`config.mk`:
```
export PLATFORM = sky130hd
export DESIGN_NAME = dual_modulus_ms_tick_generator
export DESIGN_NICKNAME = d
export VERILOG_FILES = /design/src/rtl/dmtg_pkg.sv /design/src/rtl/dmtg_sched.sv /design/src/rtl/dual_modulus_ms_tick_generator.sv
export SDC_FILE = /design/constraint.sdc
export NUM_CORES = 1
export LEC_CHECK = 0
export BUFFER_PORTS_ARGS = -buffer_cell sky130_fd_sc_hd__clkbuf_2
export CAP_MARGIN = 20
export CORE_MARGIN = 2
export CORE_UTILIZATION = 55
export CTS_CLUSTER_SIZE = 10
export DETAILED_ROUTE_END_ITERATION = 10
export PLACE_DENSITY_LB_ADDON = 0.1
export SYNTH_ARGS = -nofsm -noshare
export SYNTH_HDL_FRONTEND = slang
export SYNTH_SLANG_ARGS = --single-unit
```
`constraint.sdc`:
```
create_clock -name clk -period 10.15 [get_ports clk]
set_input_delay 1.015 -clock clk [delete_from_list [all_inputs] [get_ports clk]]
set_output_delay 1.015 -clock clk [all_outputs]
set_load 0.1 [all_outputs]
```
`src/rtl/dmtg_pkg.sv`:
```
package dmtg_pkg;

	// Register indexes on the configuration port.
	localparam int unsigned CFG_INDEX_BITS = 3;
	typedef logic [CFG_INDEX_BITS-1:0] cfg_index_t;

	localparam cfg_index_t REG_NATURAL_PERIOD    = 3'd0;
	localparam cfg_index_t REG_CORRECTION_PERIOD = 3'd1;
	localparam cfg_index_t REG_NATURAL_ERROR     = 3'd2;
	localparam cfg_index_t REG_CORRECTION_ERROR  = 3'd3;
	localparam cfg_index_t REG_SKEW_LIMIT        = 3'd4;
	localparam cfg_index_t REG_ERROR_RESTART     = 3'd5;

	// Register reset values.
	localparam logic [15:0] RST_NATURAL_PERIOD    = 16'd33;
	localparam logic [15:0] RST_CORRECTION_PERIOD = 16'd32;
	localparam logic [15:0] RST_NATURAL_ERROR     = 16'd15204;
	localparam logic [15:0] RST_CORRECTION_ERROR  = 16'd50332;
	localparam logic [15:0] RST_SKEW_LIMIT        = 16'd50332;
	localparam logic [15:0] RST_ERROR_RESTART     = 16'd40370;

	// Item modes.
	localparam logic MODE_TICK  = 1'b0;
	localparam logic MODE_DELAY = 1'b1;

	typedef struct packed {
		logic        mode;
		logic [15:0] delay_count;
	} dmtg_in_t;

	typedef struct packed {
		logic        ms_tick;
		logic        delay_done;
		logic [31:0] system_time;
		logic [15:0] error_value;
	} dmtg_out_t;

	typedef struct packed {
		logic [15:0] natural_period;
		logic [15:0] correction_period;
		logic [15:0] natural_error;
		logic [15:0] correction_error;
		logic [15:0] skew_limit;
		logic [15:0] error_restart;
	} dmtg_cfg_t;

	// Status from the period scheduler for the item being processed.
	typedef struct packed {
		logic        ms_tick;
		logic [15:0] error_value;
	} dmtg_sched_t;

endpackage

```
`src/rtl/dmtg_sched.sv`:
```
module dmtg_sched import dmtg_pkg::*; #(
	parameter int COUNTER_BITS = 16
) (
	input  logic        clk,
	input  logic        arst_n,
	input  dmtg_cfg_t   cfg,
	input  logic        step,
	output dmtg_sched_t status
);

	logic [COUNTER_BITS-1:0] counter_q;
	logic [COUNTER_BITS-1:0] compare_q;
	logic [15:0]             acc_q;

	logic [COUNTER_BITS-1:0] counter_nxt;
	logic [COUNTER_BITS-1:0] compare_nxt;
	logic [15:0]             acc_nxt;
	logic                    match;

	// Pick the next period on a match; a wrap of the counter then restarts the schedule.
	always_comb begin
		counter_nxt = counter_q + COUNTER_BITS'(1);
		match       = step && (counter_nxt == compare_q);
		compare_nxt = compare_q;
		acc_nxt     = acc_q;
		if (match) begin
			if (acc_q < cfg.skew_limit) begin
				compare_nxt = compare_q + COUNTER_BITS'(cfg.natural_period);
				acc_nxt     = acc_q + cfg.natural_error;
			end else begin
				compare_nxt = compare_q + COUNTER_BITS'(cfg.correction_period);
				acc_nxt     = acc_q - cfg.correction_error;
			end
		end
		if (step && (counter_nxt == '0)) begin
			compare_nxt = COUNTER_BITS'(cfg.natural_period);
			acc_nxt     = cfg.error_restart;
		end
	end

	always_ff @(posedge clk or negedge arst_n) begin
		if (!arst_n) begin
			counter_q <= '0;
			compare_q <= COUNTER_BITS'(RST_NATURAL_PERIOD);
			acc_q     <= RST_ERROR_RESTART;
		end else if (step) begin
			counter_q <= counter_nxt;
			compare_q <= compare_nxt;
			acc_q     <= acc_nxt;
		end
	end

	assign status.ms_tick     = match;
	assign status.error_value = acc_nxt;

endmodule

```
`src/rtl/dual_modulus_ms_tick_generator.sv`:
```
// Channel   Direction  Handshake           Payload
// in        to block   in_valid/in_stall   dmtg_in_t  (mode, delay_count)
// out       from block out_valid/out_stall dmtg_out_t (ms_tick, delay_done, system_time,
//                                                      error_value)
// cfg       to block   cfg_valid/cfg_ready cfg_index, cfg_data (16-bit register value)
//
// Every item passes through the input register and then through the scheduling logic into
// the result register. A new item is taken every cycle unless the input stall is raised.
// Reset is asynchronous; it clears counters, schedule, config and valid flags, not data.
// A stall on the output holds the result register and, through it, the input register; the
// input stall rises only when the input register is full and cannot move on.
module dual_modulus_ms_tick_generator import dmtg_pkg::*; #(
	parameter int COUNTER_BITS = 16,
	parameter int TIME_BITS    = 32
) (
	input  logic        clk,
	input  logic        arst_n,
	input  logic        in_valid,
	output logic        in_stall,
	input  dmtg_in_t    in_data,
	output logic        out_valid,
	input  logic        out_stall,
	output dmtg_out_t   out_data,
	input  logic        cfg_valid,
	output logic        cfg_ready,
	input  cfg_index_t  cfg_index,
	input  logic [15:0] cfg_data
);

	// Configuration registers. Writes are to be made only while the block is idle; the block
	// does not enforce this. They are always accepted and take effect on the next item.
	dmtg_cfg_t cfg_q;

	assign cfg_ready = 1'b1;

	always_ff @(posedge clk or negedge arst_n) begin
		if (!arst_n) begin
			cfg_q.natural_period    <= RST_NATURAL_PERIOD;
			cfg_q.correction_period <= RST_CORRECTION_PERIOD;
			cfg_q.natural_error     <= RST_NATURAL_ERROR;
			cfg_q.correction_error  <= RST_CORRECTION_ERROR;
			cfg_q.skew_limit        <= RST_SKEW_LIMIT;
			cfg_q.error_restart     <= RST_ERROR_RESTART;
		end else if (cfg_valid) begin
			unique case (cfg_index)
				REG_NATURAL_PERIOD:    cfg_q.natural_period    <= cfg_data;
				REG_CORRECTION_PERIOD: cfg_q.correction_period <= cfg_data;
				REG_NATURAL_ERROR:     cfg_q.natural_error     <= cfg_data;
				REG_CORRECTION_ERROR:  cfg_q.correction_error  <= cfg_data;
				REG_SKEW_LIMIT:        cfg_q.skew_limit        <= cfg_data;
				REG_ERROR_RESTART:     cfg_q.error_restart     <= cfg_data;
				default: ;
			endcase
		end
	end

	// The whole pipeline moves whenever the result register is empty or its transfer
	// completes in this cycle. An empty input register takes a new item even while the
	// result register is held.
	logic     advance;
	logic     valid_s1;
	dmtg_in_t item_s1;

	assign advance  = !out_valid || !out_stall;
	assign in_stall = valid_s1 && !advance;

	always_ff @(posedge clk or negedge arst_n) begin
		if (!arst_n) begin
			valid_s1 <= 1'b0;
		end else if (!in_stall) begin
			valid_s1 <= in_valid;
		end
	end

	always_ff @(posedge clk) begin
		if (!in_stall && in_valid) begin
			item_s1 <= in_data;
		end
	end

	// An item is processed in the cycle it leaves the input register.
	logic        process;
	logic        tick_item;
	dmtg_sched_t sched;

	assign process   = advance && valid_s1;
	assign tick_item = process && (item_s1.mode == MODE_TICK);

	dmtg_sched #(
		.COUNTER_BITS(COUNTER_BITS)
	) u_sched (
		.clk    (clk),
		.arst_n (arst_n),
		.cfg    (cfg_q),
		.step   (tick_item),
		.status (sched)
	);

	// Millisecond time and the delay count-down, both moved on by each millisecond tick.
	// A delay command simply reloads the count; zero leaves no delay running.
	logic [TIME_BITS-1:0] elapsed_q;
	logic [TIME_BITS-1:0] elapsed_nxt;
	logic [15:0]          delay_q;
	logic [15:0]          delay_nxt;
	logic                 done;

	always_comb begin
		elapsed_nxt = elapsed_q;
		delay_nxt   = delay_q;
		done        = 1'b0;
		if (process && (item_s1.mode == MODE_DELAY)) begin
			delay_nxt = item_s1.delay_count;
		end else if (sched.ms_tick) begin
			elapsed_nxt = elapsed_q + TIME_BITS'(1);
			if (delay_q != 16'd0) begin
				delay_nxt = delay_q - 16'd1;
				done      = (delay_q == 16'd1);
			end
		end
	end

	always_ff @(posedge clk or negedge arst_n) begin
		if (!arst_n) begin
			elapsed_q <= '0;
			delay_q   <= '0;
		end else if (process) begin
			elapsed_q <= elapsed_nxt;
			delay_q   <= delay_nxt;
		end
	end

	// Result register: loaded with each processed item, emptied by a completed transfer.
	logic [63:0] time_ext;

	assign time_ext = 64'(elapsed_nxt);

	always_ff @(posedge clk or negedge arst_n) begin
		if (!arst_n) begin
			out_valid <= 1'b0;
		end else if (advance) begin
			out_valid <= valid_s1;
		end
	end

	always_ff @(posedge clk) begin
		if (process) begin
			out_data.ms_tick     <= sched.ms_tick;
			out_data.delay_done  <= done;
			out_data.system_time <= time_ext[31:0];
			out_data.error_value <= sched.error_value;
		end
	end

endmodule
```
# After elaboration in Yosys (flattened, before gate mapping)
# Cells that the tools add are included.
dict set report classes {
  addsub 7
  n_lt_le_gt_ge 1
  n_eq_ne 7
  n_mux 11
  bitwise_logic 3
  reduce_logical 27
}
# op n
set op_table {}
lappend op_table {{16-bit 2-to-1 mux} 9}
lappend op_table {{32-bit 2-to-1 mux} 2}
lappend op_table {{16-bit adder} 3}
lappend op_table {{32-bit by 1-bit adder with 32-bit output, second input constant} 1}
lappend op_table {{16-bit by 1-bit adder with 16-bit output, second input constant} 1}
lappend op_table {{16-bit by 1-bit equality test with 1-bit output, second input constant} 1}
lappend op_table {{16-bit equality test} 1}
lappend op_table {{16-bit zero test} 1}
lappend op_table {{16-bit less-than comparator} 1}
lappend op_table {{16-bit nonzero test} 1}
lappend op_table {{16-bit by 1-bit subtractor with 16-bit output, second input constant} 1}
lappend op_table {{16-bit subtractor} 1}
lappend op_table {{2-bit AND reduction} 7}
lappend op_table {{1-bit logical AND} 7}
lappend op_table {{3-bit by 2-bit equality test with 1-bit output, second input constant} 2}
lappend op_table {{3-bit equality test, second input constant} 2}
lappend op_table {{2-bit nonzero test} 3}
lappend op_table {{1-bit zero test} 4}
lappend op_table {{3-bit by 1-bit equality test with 1-bit output, second input constant} 1}
lappend op_table {{3-bit zero test} 1}
lappend op_table {{1-bit NOT} 3}
lappend op_table {{3-bit AND reduction} 1}
lappend op_table {{3-bit OR reduction} 1}
lappend op_table {{1-bit logical OR} 1}
dict set report totals {
  register_bits 261
  input_bits 41
  output_inout_bits 53
  wordCells 75
}

# Longest topological paths before layout
# Gate-level depths: netlist of the first run.
dict set report depth {
  ltp_word 7
  depth_mapped 21
  depth_no_buf 19
}

# By module
# From an unflattened synthesis of the first run, not the netlist that was laid out.
dict set report unflattened {
  cells_unflattened 1296
  hier_area_um2 14229.9
}
# mod instances cells_per_inst area_each_um2 seq_area_each_um2
set by_module_without_submodules {}
lappend by_module_without_submodules {dual_modulus_ms_tick_generator 1 613 8792.2 5708.0}
lappend by_module_without_submodules {dmtg_sched 1 683 5437.7 1214.9}

# Least setup slack after synthesis of the first run
# OpenSTA, ideal clock, no wires.
dict set report synth_timing {
  path_type {flip-flop to flip-flop}
  startpoint {register cfg_q[31] (netlist name)}
  endpoint {register u_sched.compare_q[15]}
  setup_time_ns 0.082
  t_arrival_ns 4.525
  required_time_ns 10.068
  setup_slack_ns 5.543
  path_stages_with_launch 18
  n_path_buf 2
  synth_period_minus_slack_ns 4.607
  path_cell_list {dfstp_2 -> inv_1 -> ha_1 -> and3_1 -> a221oi_1 -> and3_1 -> and2_1 -> clkbuf_1 -> buf_1 -> mux2_2 -> ha_1 -> or4_1 -> o22ai_1 -> o31ai_1 -> o41a_1 -> xor2_1 -> a21bo_2 -> a31oi_1}
}
dict set report synth_via {
  elab_chain_cells 4
}
# item line_no
set synth_rtl {}
lappend synth_rtl {{start: declaration} dual_modulus_ms_tick_generator.sv:32} ;# dmtg_cfg_t cfg_q;
lappend synth_rtl {{16-bit less-than comparator} dmtg_sched.sv:27} ;# if (acc_q < cfg.skew_limit) begin
lappend synth_rtl {{16-bit 2-to-1 mux} dmtg_sched.sv:27}
lappend synth_rtl {{16-bit 2-to-1 mux} dmtg_sched.sv:26} ;# if (match) begin
lappend synth_rtl {{16-bit 2-to-1 mux} dmtg_sched.sv:35} ;# if (step && (counter_nxt == '0)) begin
lappend synth_rtl {{end signal: assignment} dmtg_sched.sv:44} ;# compare_q <= COUNTER_BITS'(RST_NATURAL_PERIOD);
lappend synth_rtl {{end signal: assignment} dmtg_sched.sv:48} ;# compare_q <= compare_nxt;
lappend synth_rtl {{end: declaration} dmtg_sched.sv:12} ;# logic [COUNTER_BITS-1:0] compare_q;
# No other way between the ends. The select of a mux whose other input is x is not followed.
# A chain may end at the register's enable or synchronous reset.

==> impl_metrics.ini, run 1 <==
[power]
power_mw = 4.41
ir_drop_uv = 188
p_leak_nw = 6.69
cellPowerDensity_mw_per_mm2 = 280

[hold_path]
holdPathEnd = delay_q[11]
min_path_cells = 2
hold_start = item_s1[11]
hold_path.class = reg2reg

[worst_setup_path]
cp.required_ns = 10.55
r2r_end = out_data[15]
critPathLaunchType = register
criticalPathCategory = reg2reg
crit_cells = 17
cp_num_buf_inv = 2
rr_worst_depth = 17
slowest_stage = and2_1
crit_top_cell = a21oi_1
r2r-start = cfg_q[31]
worst-r2r-setup-slack_ns = 4.64
crit_chain = inv_1, ha_1, and3_1, a221oi_1, and3_1, and2_1, buf_4, mux2_2, ha_1, nor2b_1, o211ai_1, a32oi_1, a21oi_1, a21oi_1, a21oi_1, or4_1, a31oi_1
path_max_fanout = 16
end_kind = register
max_stage_delay_ns = 0.72
cp_top_family = simple AND/OR/NAND/NOR gates
arrival_ns = 5.91

[layout]
nets = 1437
num-fill-cells = 2101
fin_cells = 1699
post-route-cell-area_mm2 = 0.0158
syn2layout_area_growth_pct = 12.4
final_layout_size_suffix_gt1_frac = 0.234
multi_input_area_mm2 = 0.00677
regArea_mm2 = 0.00692

[sta]
relSlewSlack = 0.310
fmax_mhz = 182
setup_viol = 0
setup_ws_ns = 4.64
finalHoldViolations = 0
tns_ns = 0
slew_viol_final = 0
rsz0062_at_grt = no
period_share = 0.542
fin_crit_ns = 5.51
fin_skew_ns = 0.0140
tightest_slew_ns = 1.03

[drt]
vias = 9693
wl_per_cell_um = 17.7
via_per_inst = 5.71
wirelength_um = 30000
drtIter0Drc = 668
drcViolationCount = 0
first_pass_iters = 5
postRouteAntennaNets = 0

[synth]
synth_edf_count = 67
yosysMostFrequentCell = dfrtp_1
synth_area_leader_cell = dfrtp_1
synth_seq_cells = 261
synth_top_area_share = 0.266
synth_seq_area_share = 0.494
syn_nets = 1350
async_flop_share = 0.743
yosysWarnings = 0
synth_common_cells = dfrtp_1 (149), mux2_2 (104), nand2_1 (97), xnor2_1 (93), nor2_1 (86)
synthCells = 1256
synth_cell_type_count = 73
synth_top_flop_cell = dfrtp_1
syn_area_mm2 = 0.0140
yosys-top-cells-area = dfrtp_1 (27%), edfxtp_1 (14%), dfstp_2 (8.4%)
synth_area_per_cell_um2 = 11.2

[global_route]
gr-usage-met2 = 0.368
gr-usage-met3 = 0.0305
grt.busiest_layer = met2
grt_max_degree = 81
grt_overflow = 0
first_global_vias = 9391
antenna_found_initial = 1
met1_usage = 0.324
grt_usage = 0.227
grt_pass1_wl_um = 48600

[placement]
place_hpwl_um = 20500
dp_slack_ns = 4.69
gp_congestion = 0.886
place_inst = 1636
placedInstanceArea_mm2 = 0.0148
port_buffers = 92

[clock_network]
cts_buffers = 31
cts_setup_buffers = 0
cts_buffer_depth = 3
clk_latency_ns = 0.55
ctsHoldBuffers = 0
cts_tree = done
clockRootBuffer = clkbuf_16
clock-sinks = 261
cts_resized = 0
cts_max_level = 1
path_clk_slew_ns = 0.06

[floorplanning]
fp.dieH_um = 164
start_util = 0.558
core_area_mm2 = 0.0251
rows = 58
ios = 94
die_w_um = 164
die-area_mm2 = 0.0268

[run_status]
status = finished, final reports clean

[flow_run]
maxCapViolations = 0
[logic make-up (layout without fill, tap and decap cells)]
kind of cell,Yosys count,count (layout),synth area share
other,1,2,0.000268
AO/OA/AOI/OAI,181,181,0.0791
AND/OR/NAND/NOR,392,392,0.152
flip-flops,261,261,0.494
XOR/XNOR,134,134,0.0847
multiplexers,148,148,0.115
buffers and inverters,86,198,0.0268
adder cells (fa/ha/maj),53,53,0.0484
[where the power goes]
part / total [mW] / internal, mW / switching [mW]
combinational: 1.90 / 0.798 / 1.10
sequential: 1.51 / 1.33 / 0.180
clock: 1.00 / 0.589 / 0.415
[tightest hold or removal path, stage by stage (launching register included)]
cell and delay [ns]:
edfxtp_1 0.32, nand2_1 0.04, nand2_1 0.05
[metal layers]
metal	vias to the layer above	wire length, µm
met1	4708	14000
met5	-	0
met3	46	1350
met4	0	740
li1	4730	-
met2	209	13900
[state kept, by name, summed over array words and instances (netlist names)]
signal             cells
item_s1               17
u_sched.compare_q     16
out_valid              1
delay_q               16
out_data              50
u_sched.acc_q         16
u_sched.counter_q     16
valid_s1               1
cfg_q                 96
elapsed_q             32
[layout by cell type (no fill, tap or decap), drive strengths merged, types with 35 or more instances in the layout]
cell	count
xnor2	93
dfstp	45
o21ai	45
nor2	86
nand2	97
edfxtp	67
inv	35
mux2i	43
dfrtp	149
ha	51
mux2	105
a21oi	63
xor2	40
clkbuf	146
[stage by stage]
stage	hold slack, ns	util
detailed placement	0.428	0.589
CTS	0.445	0.625
floorplan	0.415	-
global route	0.461	0.628
finish	0.443	0.628
global placement	0.422	0.589
[area by class of cell]
cell class | instances | share of cell area
diodes | 1 | 0.000159
clock buffers | 54 | 0.0566
clock inverters | 4 | 0.00159
inverters | 33 | 0.00786
multi-input cells | 909 | 0.429
flip-flops and latches | 261 | 0.439
well taps | 330 | 0.0262
repair buffers | 107 | 0.0389
[how the worst max path moves through the flow]
stage	startpoint	endpoint	slack (ns)
final	cfg_q[31]	out_data[15]	4.64
after global routing	cfg_q[31]	out_data[15]	4.32
after CTS	cfg_q[31]	out_data[15]	4.66
after detailed placement	cfg_q[31]	out_data[15]	4.69
after global placement	cfg_q[31]	out_data[15]	4.86
after floorplan	cfg_q[31]	u_sched.compare_q[15]	5.54
No activity file was read; power rests on OpenSTA's default activity.
==> inputs of run 2 (changes only) <==
==> constraint.sdc (replaced) <==
create_clock -name clk -period 4.6 [get_ports clk]
set_input_delay 0.46 -clock clk [delete_from_list [all_inputs] [get_ports clk]]
set_output_delay 0.46 -clock clk [all_outputs]
set_load 0.1 [all_outputs]
==> run 2 against run 1 <==
Power rose by 120%. Clock power up 120%. Via count increased by 0.68%. Highest routed layer unchanged. Count of clock-buffer cells in the layout increased by 1. Cell count increased by 0.59%. Critical path type unchanged. Global-route usage rose by 0.43 points. Hold slack worse by 0.42 ns. Die area is the same. Critical path depth stayed put. Largest power group unchanged. Non-clock buffer count grew 13. Sequential share of layout area shrank 0.34 points. Flip-flop and latch count stayed put.
==> impl_metrics.ini, run 2 (synthesized netlist as in run 1, its figures left out) <==
[drt]
wl_per_cell_um = 17.8
drcViolationCount = 0
wirelength_um = 30500
drtIter0Drc = 405
vias = 9759
via_per_inst = 5.71
postRouteAntennaNets = 0
first_pass_iters = 5

[global_route]
grt_pass1_wl_um = 49600
grt_max_degree = 115
antenna_found_initial = 0
first_global_vias = 9711
grt_usage = 0.231
grt_overflow = 0

[floorplanning]
core_area_mm2 = 0.0251
fp.dieH_um = 164
die_w_um = 164
start_util = 0.558
ios = 94
rows = 58
die-area_mm2 = 0.0268

[sta]
finalHoldViolations = 0
fin_skew_ns = 0.0142
setup_ws_ns = 0.180
rsz0062_at_grt = yes
period_share = 0.961
tightest_slew_ns = 0.982
setup_viol = 0
slew_viol_final = 0
fmax_mhz = 226
relSlewSlack = 0.345
fin_crit_ns = 4.42

[layout]
final_cell_mix = dfrtp_1 (149), mux2_2 (104), nand2_1 (97)
reg.largest.list = cfg_q (96), out_data (50), elapsed_q (32)
final_common_cell = dfrtp_1
top_register = cfg_q
num-fill-cells = 2068
syn2layout_area_growth_pct = 13.3
nets = 1449
diodes = 0
largest_reg_flops = 96
final_layout_size_suffix_gt1_frac = 0.247
post-route-cell-area_mm2 = 0.0159

[clock_network]
clockRootBuffer = clkbuf_16
cts_tree = done
path_clk_slew_ns = 0.06
clock-sinks = 261
clk_latency_ns = 0.55
cts_buffers = 30
ctsHoldBuffers = 0
cts_buffer_depth = 3
cts_max_level = 1

[power]
p_leak_nw = 6.75
ir_drop_uv = 395
cellPowerDensity_mw_per_mm2 = 624

[worst_setup_path]
criticalPathCategory = reg2reg
rr_worst_depth = 17
arrival_ns = 4.81
critPathLaunchType = register
end_kind = register
path_max_fanout = 7
cp.required_ns = 4.99

[placement]
placedInstanceArea_mm2 = 0.0149
port_buffers = 92
gp_congestion = 0.931
place_hpwl_um = 21200
dp_slack_ns = 0.0205

[run_status]
status = finished, final reports clean

[flow_run]
maxCapViolations = 0

[hold_path]
hold_path.class = in2async
-- run 2: repair_timing --
item / in CTS / in global routing
resized for setup: 1 / 14
pin swaps: 0 / 4
setup buffers: 0 / 4
setup endpoints to repair: 1 / 17
cloned: 0 / 0
-- run 2: cell type report --
type                    count  area, µm²  share of cell area
well taps                 330        413              0.0260
flip-flops and latches    261       6920               0.436
multi-input cells         909       6820               0.429
clock buffers              55        886              0.0558
inverters                  33        124             0.00780
clock inverters             1       5.00            0.000315
repair buffers            120        714              0.0450
-- run 2: critical path: stages, from the launching register on --
cell and delay (ns):
dfstp_2 0.51, inv_1 0.05, ha_1 0.31, and3_1 0.24, a221oi_2 0.31, and3_4 0.25
and2_4 0.16, buf_6 0.15, mux2i_2 0.28, ha_1 0.27, nor2b_1 0.14, o211ai_1 0.24
a32oi_2 0.22, a21oi_2 0.23, a21oi_2 0.09, and3_1 0.21, or4_1 0.42, a31oi_1 0.17
-- run 2: metal layers --
layer	vias to the layer above	global-route usage	wire (µm)
li1	4763	-	-
met1	4736	0.327	14200
met2	203	0.376	14200
met3	57	0.0295	1190
met4	0	0.0666	851
met5	-	0	0
-- run 2: worst paths after layout --
path                       slack, ns           end         from
max                             0.18  out_data[15]    cfg_q[31]
min                             0.02  elapsed_q[6]       arst_n
max reg2reg                     0.18  out_data[15]    cfg_q[31]
min reg2reg                     0.44   delay_q[11]  item_s1[11]
max in group asynchronous       3.36     cfg_q[11]       arst_n
min in group clk                0.09    item_s1[4]   in_data[4]
-- run 2: power breakdown --
group,internal [mW],switching [mW]
registers,2.94,0.403
clock network,1.28,0.891
logic,1.93,2.47
-- run 2: per-stage QoR --
stage	utilization	power (mW)	TNS, ns	hold slack, ns	std cells
3_3_place_gp	0.593	7.50	0	0.422	1648
4_1_cts	0.629	9.81	0	0.0707	1705
6_report	0.633	9.91	0	0.0221	1709
3_5_place_dp	0.593	7.58	0	0.425	1649
5_1_grt	0.633	10.6	-0.0424	0.0791	1709
2_1_floorplan	-	6.64	0	0.164	1256
==> inputs of run 3 (changes only) <==
==> constraint.sdc (replaced) <==
create_clock -name clk -period 4.6 [get_ports clk]
set_input_delay 0.23 -clock clk [delete_from_list [all_inputs] [get_ports clk]]
set_output_delay 0.23 -clock clk [all_outputs]
set_load 0.1 [all_outputs]
==> run 3 against run 2 <==
Sequential share of layout area shrank 0.81 points. Routed wire length fell by 0.31%. Register-to-register slack better by 0.02 ns. Worst setup slack improved by 0.017 ns. Hold slack got worse by 0.0088 ns. Combinational power hardly changed. Clock skew about the same. Critical path type unchanged.
==> impl_metrics.ini, run 3 (synthesized netlist as in run 1, its figures left out) <==
[run_status]
status = finished, final reports clean

[sta]
fin_crit_ns = 4.40
setup_viol = 0
period_share = 0.957
slew_viol_final = 0
tightest_slew_ns = 0.936
relSlewSlack = 0.376
tns_ns = 0
finalHoldViolations = 0
rsz0062_at_grt = no
fmax_mhz = 227
fin_skew_ns = 0.0147

[global_route]
grt_overflow = 0
first_global_vias = 9781
grt_pass1_wl_um = 50000
antenna_found_initial = 0
grt_max_degree = 111
grt_usage = 0.233

[clock_network]
cts_buffers = 31
clock-sinks = 261
path_clk_slew_ns = 0.06
clockRootBuffer = clkbuf_16
cts_max_level = 1
cts_buffer_depth = 3
cts_tree = done
clk_latency_ns = 0.56

[layout]
final_layout_size_suffix_gt1_frac = 0.241
diodes = 0
reg.largest.list = cfg_q (96), out_data (50), elapsed_q (32)
final_common_cell = dfrtp_1
syn2layout_area_growth_pct = 15.5
largest_reg_flops = 96
fin_util = 0.645
nets = 1478
final_cell_mix = dfrtp_1 (149), mux2_2 (104), nand2_1 (97)
top_register = cfg_q

[worst_setup_path]
path_max_fanout = 7
cp.required_ns = 4.99
r2r-start = cfg_q[31]
r2r_end = out_data[15]
critPathLaunch = cfg_q[31]
worst-r2r-setup-slack_ns = 0.20
end_kind = register
criticalPathCategory = reg2reg
critPathLaunchType = register
arrival_ns = 4.80
rr_worst_depth = 17

[power]
p_leak_nw = 6.87
internal_power_mw = 6.17
clockPowerShare = 0.220
cellPowerDensity_mw_per_mm2 = 615
ir_drop_uv = 359
power_frac_seq = 0.336
combPwrFrac = 0.445
switching_share = 0.380
switchingPower_mw = 3.79

[drt]
wirelength_um = 30400
via_per_inst = 5.66
drtIter0Drc = 507
vias = 9844
drcViolationCount = 0
wl_per_cell_um = 17.5
first_pass_iters = 5
postRouteAntennaNets = 0

[floorplanning]
die_w_um = 164
rows = 58
fp.dieH_um = 164
start_util = 0.558
die-area_mm2 = 0.0268
core_area_mm2 = 0.0251
ios = 94

[hold_path]
min_path_cells = 3
hold_start = cfg_data[8]
hold_path.class = in2reg
holdPathEnd = cfg_q[24]

[placement]
port_buffers = 92
place_hpwl_um = 20800
gp_congestion = 0.935

[flow_run]
maxCapViolations = 0
run 3: how the worst max path moves through the flow:
stage                     depth (start not counted)                     to
after floorplan                                  18  u_sched.compare_q[15]
after global placement                           16  u_sched.compare_q[15]
after detailed placement                         17           out_data[15]
after CTS                                        16  u_sched.compare_q[15]
after global routing                             17           out_data[15]
final                                            17           out_data[15]
run 3: stage by stage:
step / power (mW) / cell area (µm²) / setup WS, ns / std cells / hold WS [ns]
6_report: 9.96 / 16200 / 0.197 / 1738 / 0.0133
5_1_grt: 10.6 / 16200 / 0.00661 / 1738 / 0.0315
4_1_cts: 9.82 / 16100 / 0.00698 / 1735 / 0.00736
3_5_place_dp: 7.57 / 14900 / -0.0133 / 1648 / 0.410
3_3_place_gp: 7.50 / 14900 / 0.127 / 1647 / 0.407
2_1_floorplan: 6.64 / 14000 / 0.0838 / 1256 / -0.0656
run 3: timing repair:
item / CTS / global route
cloned: 0 / 0
pin swaps: 0 / 5
setup endpoints to repair: 1 / 14
hold buffers: 30 / 0
hold endpoints to repair: 127 / 0
setup buffers: 0 / 3
resized for setup: 1 / 18
run 3: area by class of cell:
class,count,area [µm²]
clock buffer,53,868
clock inverter,4,26.3
fill,2050,8920
inverter,33,124
multi-input combinational,909,6830
sequential,261,6920
tap,330,413
timing repair buffer,148,1000
run 3: power by group through the flow:
| stage | logic [mW] | registers [mW] | clock network [mW] |
|---|---|---|---|
| 6_report | 4.43 | 3.34 | 2.19 |
| 4_1_cts | 4.24 | 3.34 | 2.24 |
| 3_5_place_dp | 4.19 | 3.38 | 0 |
| 5_1_grt | 4.90 | 3.41 | 2.33 |
| 2_1_floorplan | 3.01 | 3.63 | 0 |
| 3_3_place_gp | 4.13 | 3.37 | 0 |
run 3: critical path, cell delays in order, from the launching register on:
cell and delay, ns:
dfstp_2 0.51, inv_1 0.05, ha_1 0.31, and3_1 0.24, a221oi_2 0.30, and3_4 0.25
and2_4 0.16, buf_6 0.15, mux2_2 0.34, ha_1 0.20, nor2b_1 0.16, o211ai_1 0.16
a32oi_2 0.34, a21oi_2 0.11, a21oi_2 0.18, a21oi_1 0.08, or4_1 0.51, a31oi_1 0.18
run 3: metal layers:
metal,global-route usage,vias up,wire (µm)
met5,0,-,0
met4,0.0594,0,781
met3,0.0343,57,1140
met2,0.378,191,14100
met1,0.330,4779,14400
li1,-,4817,-
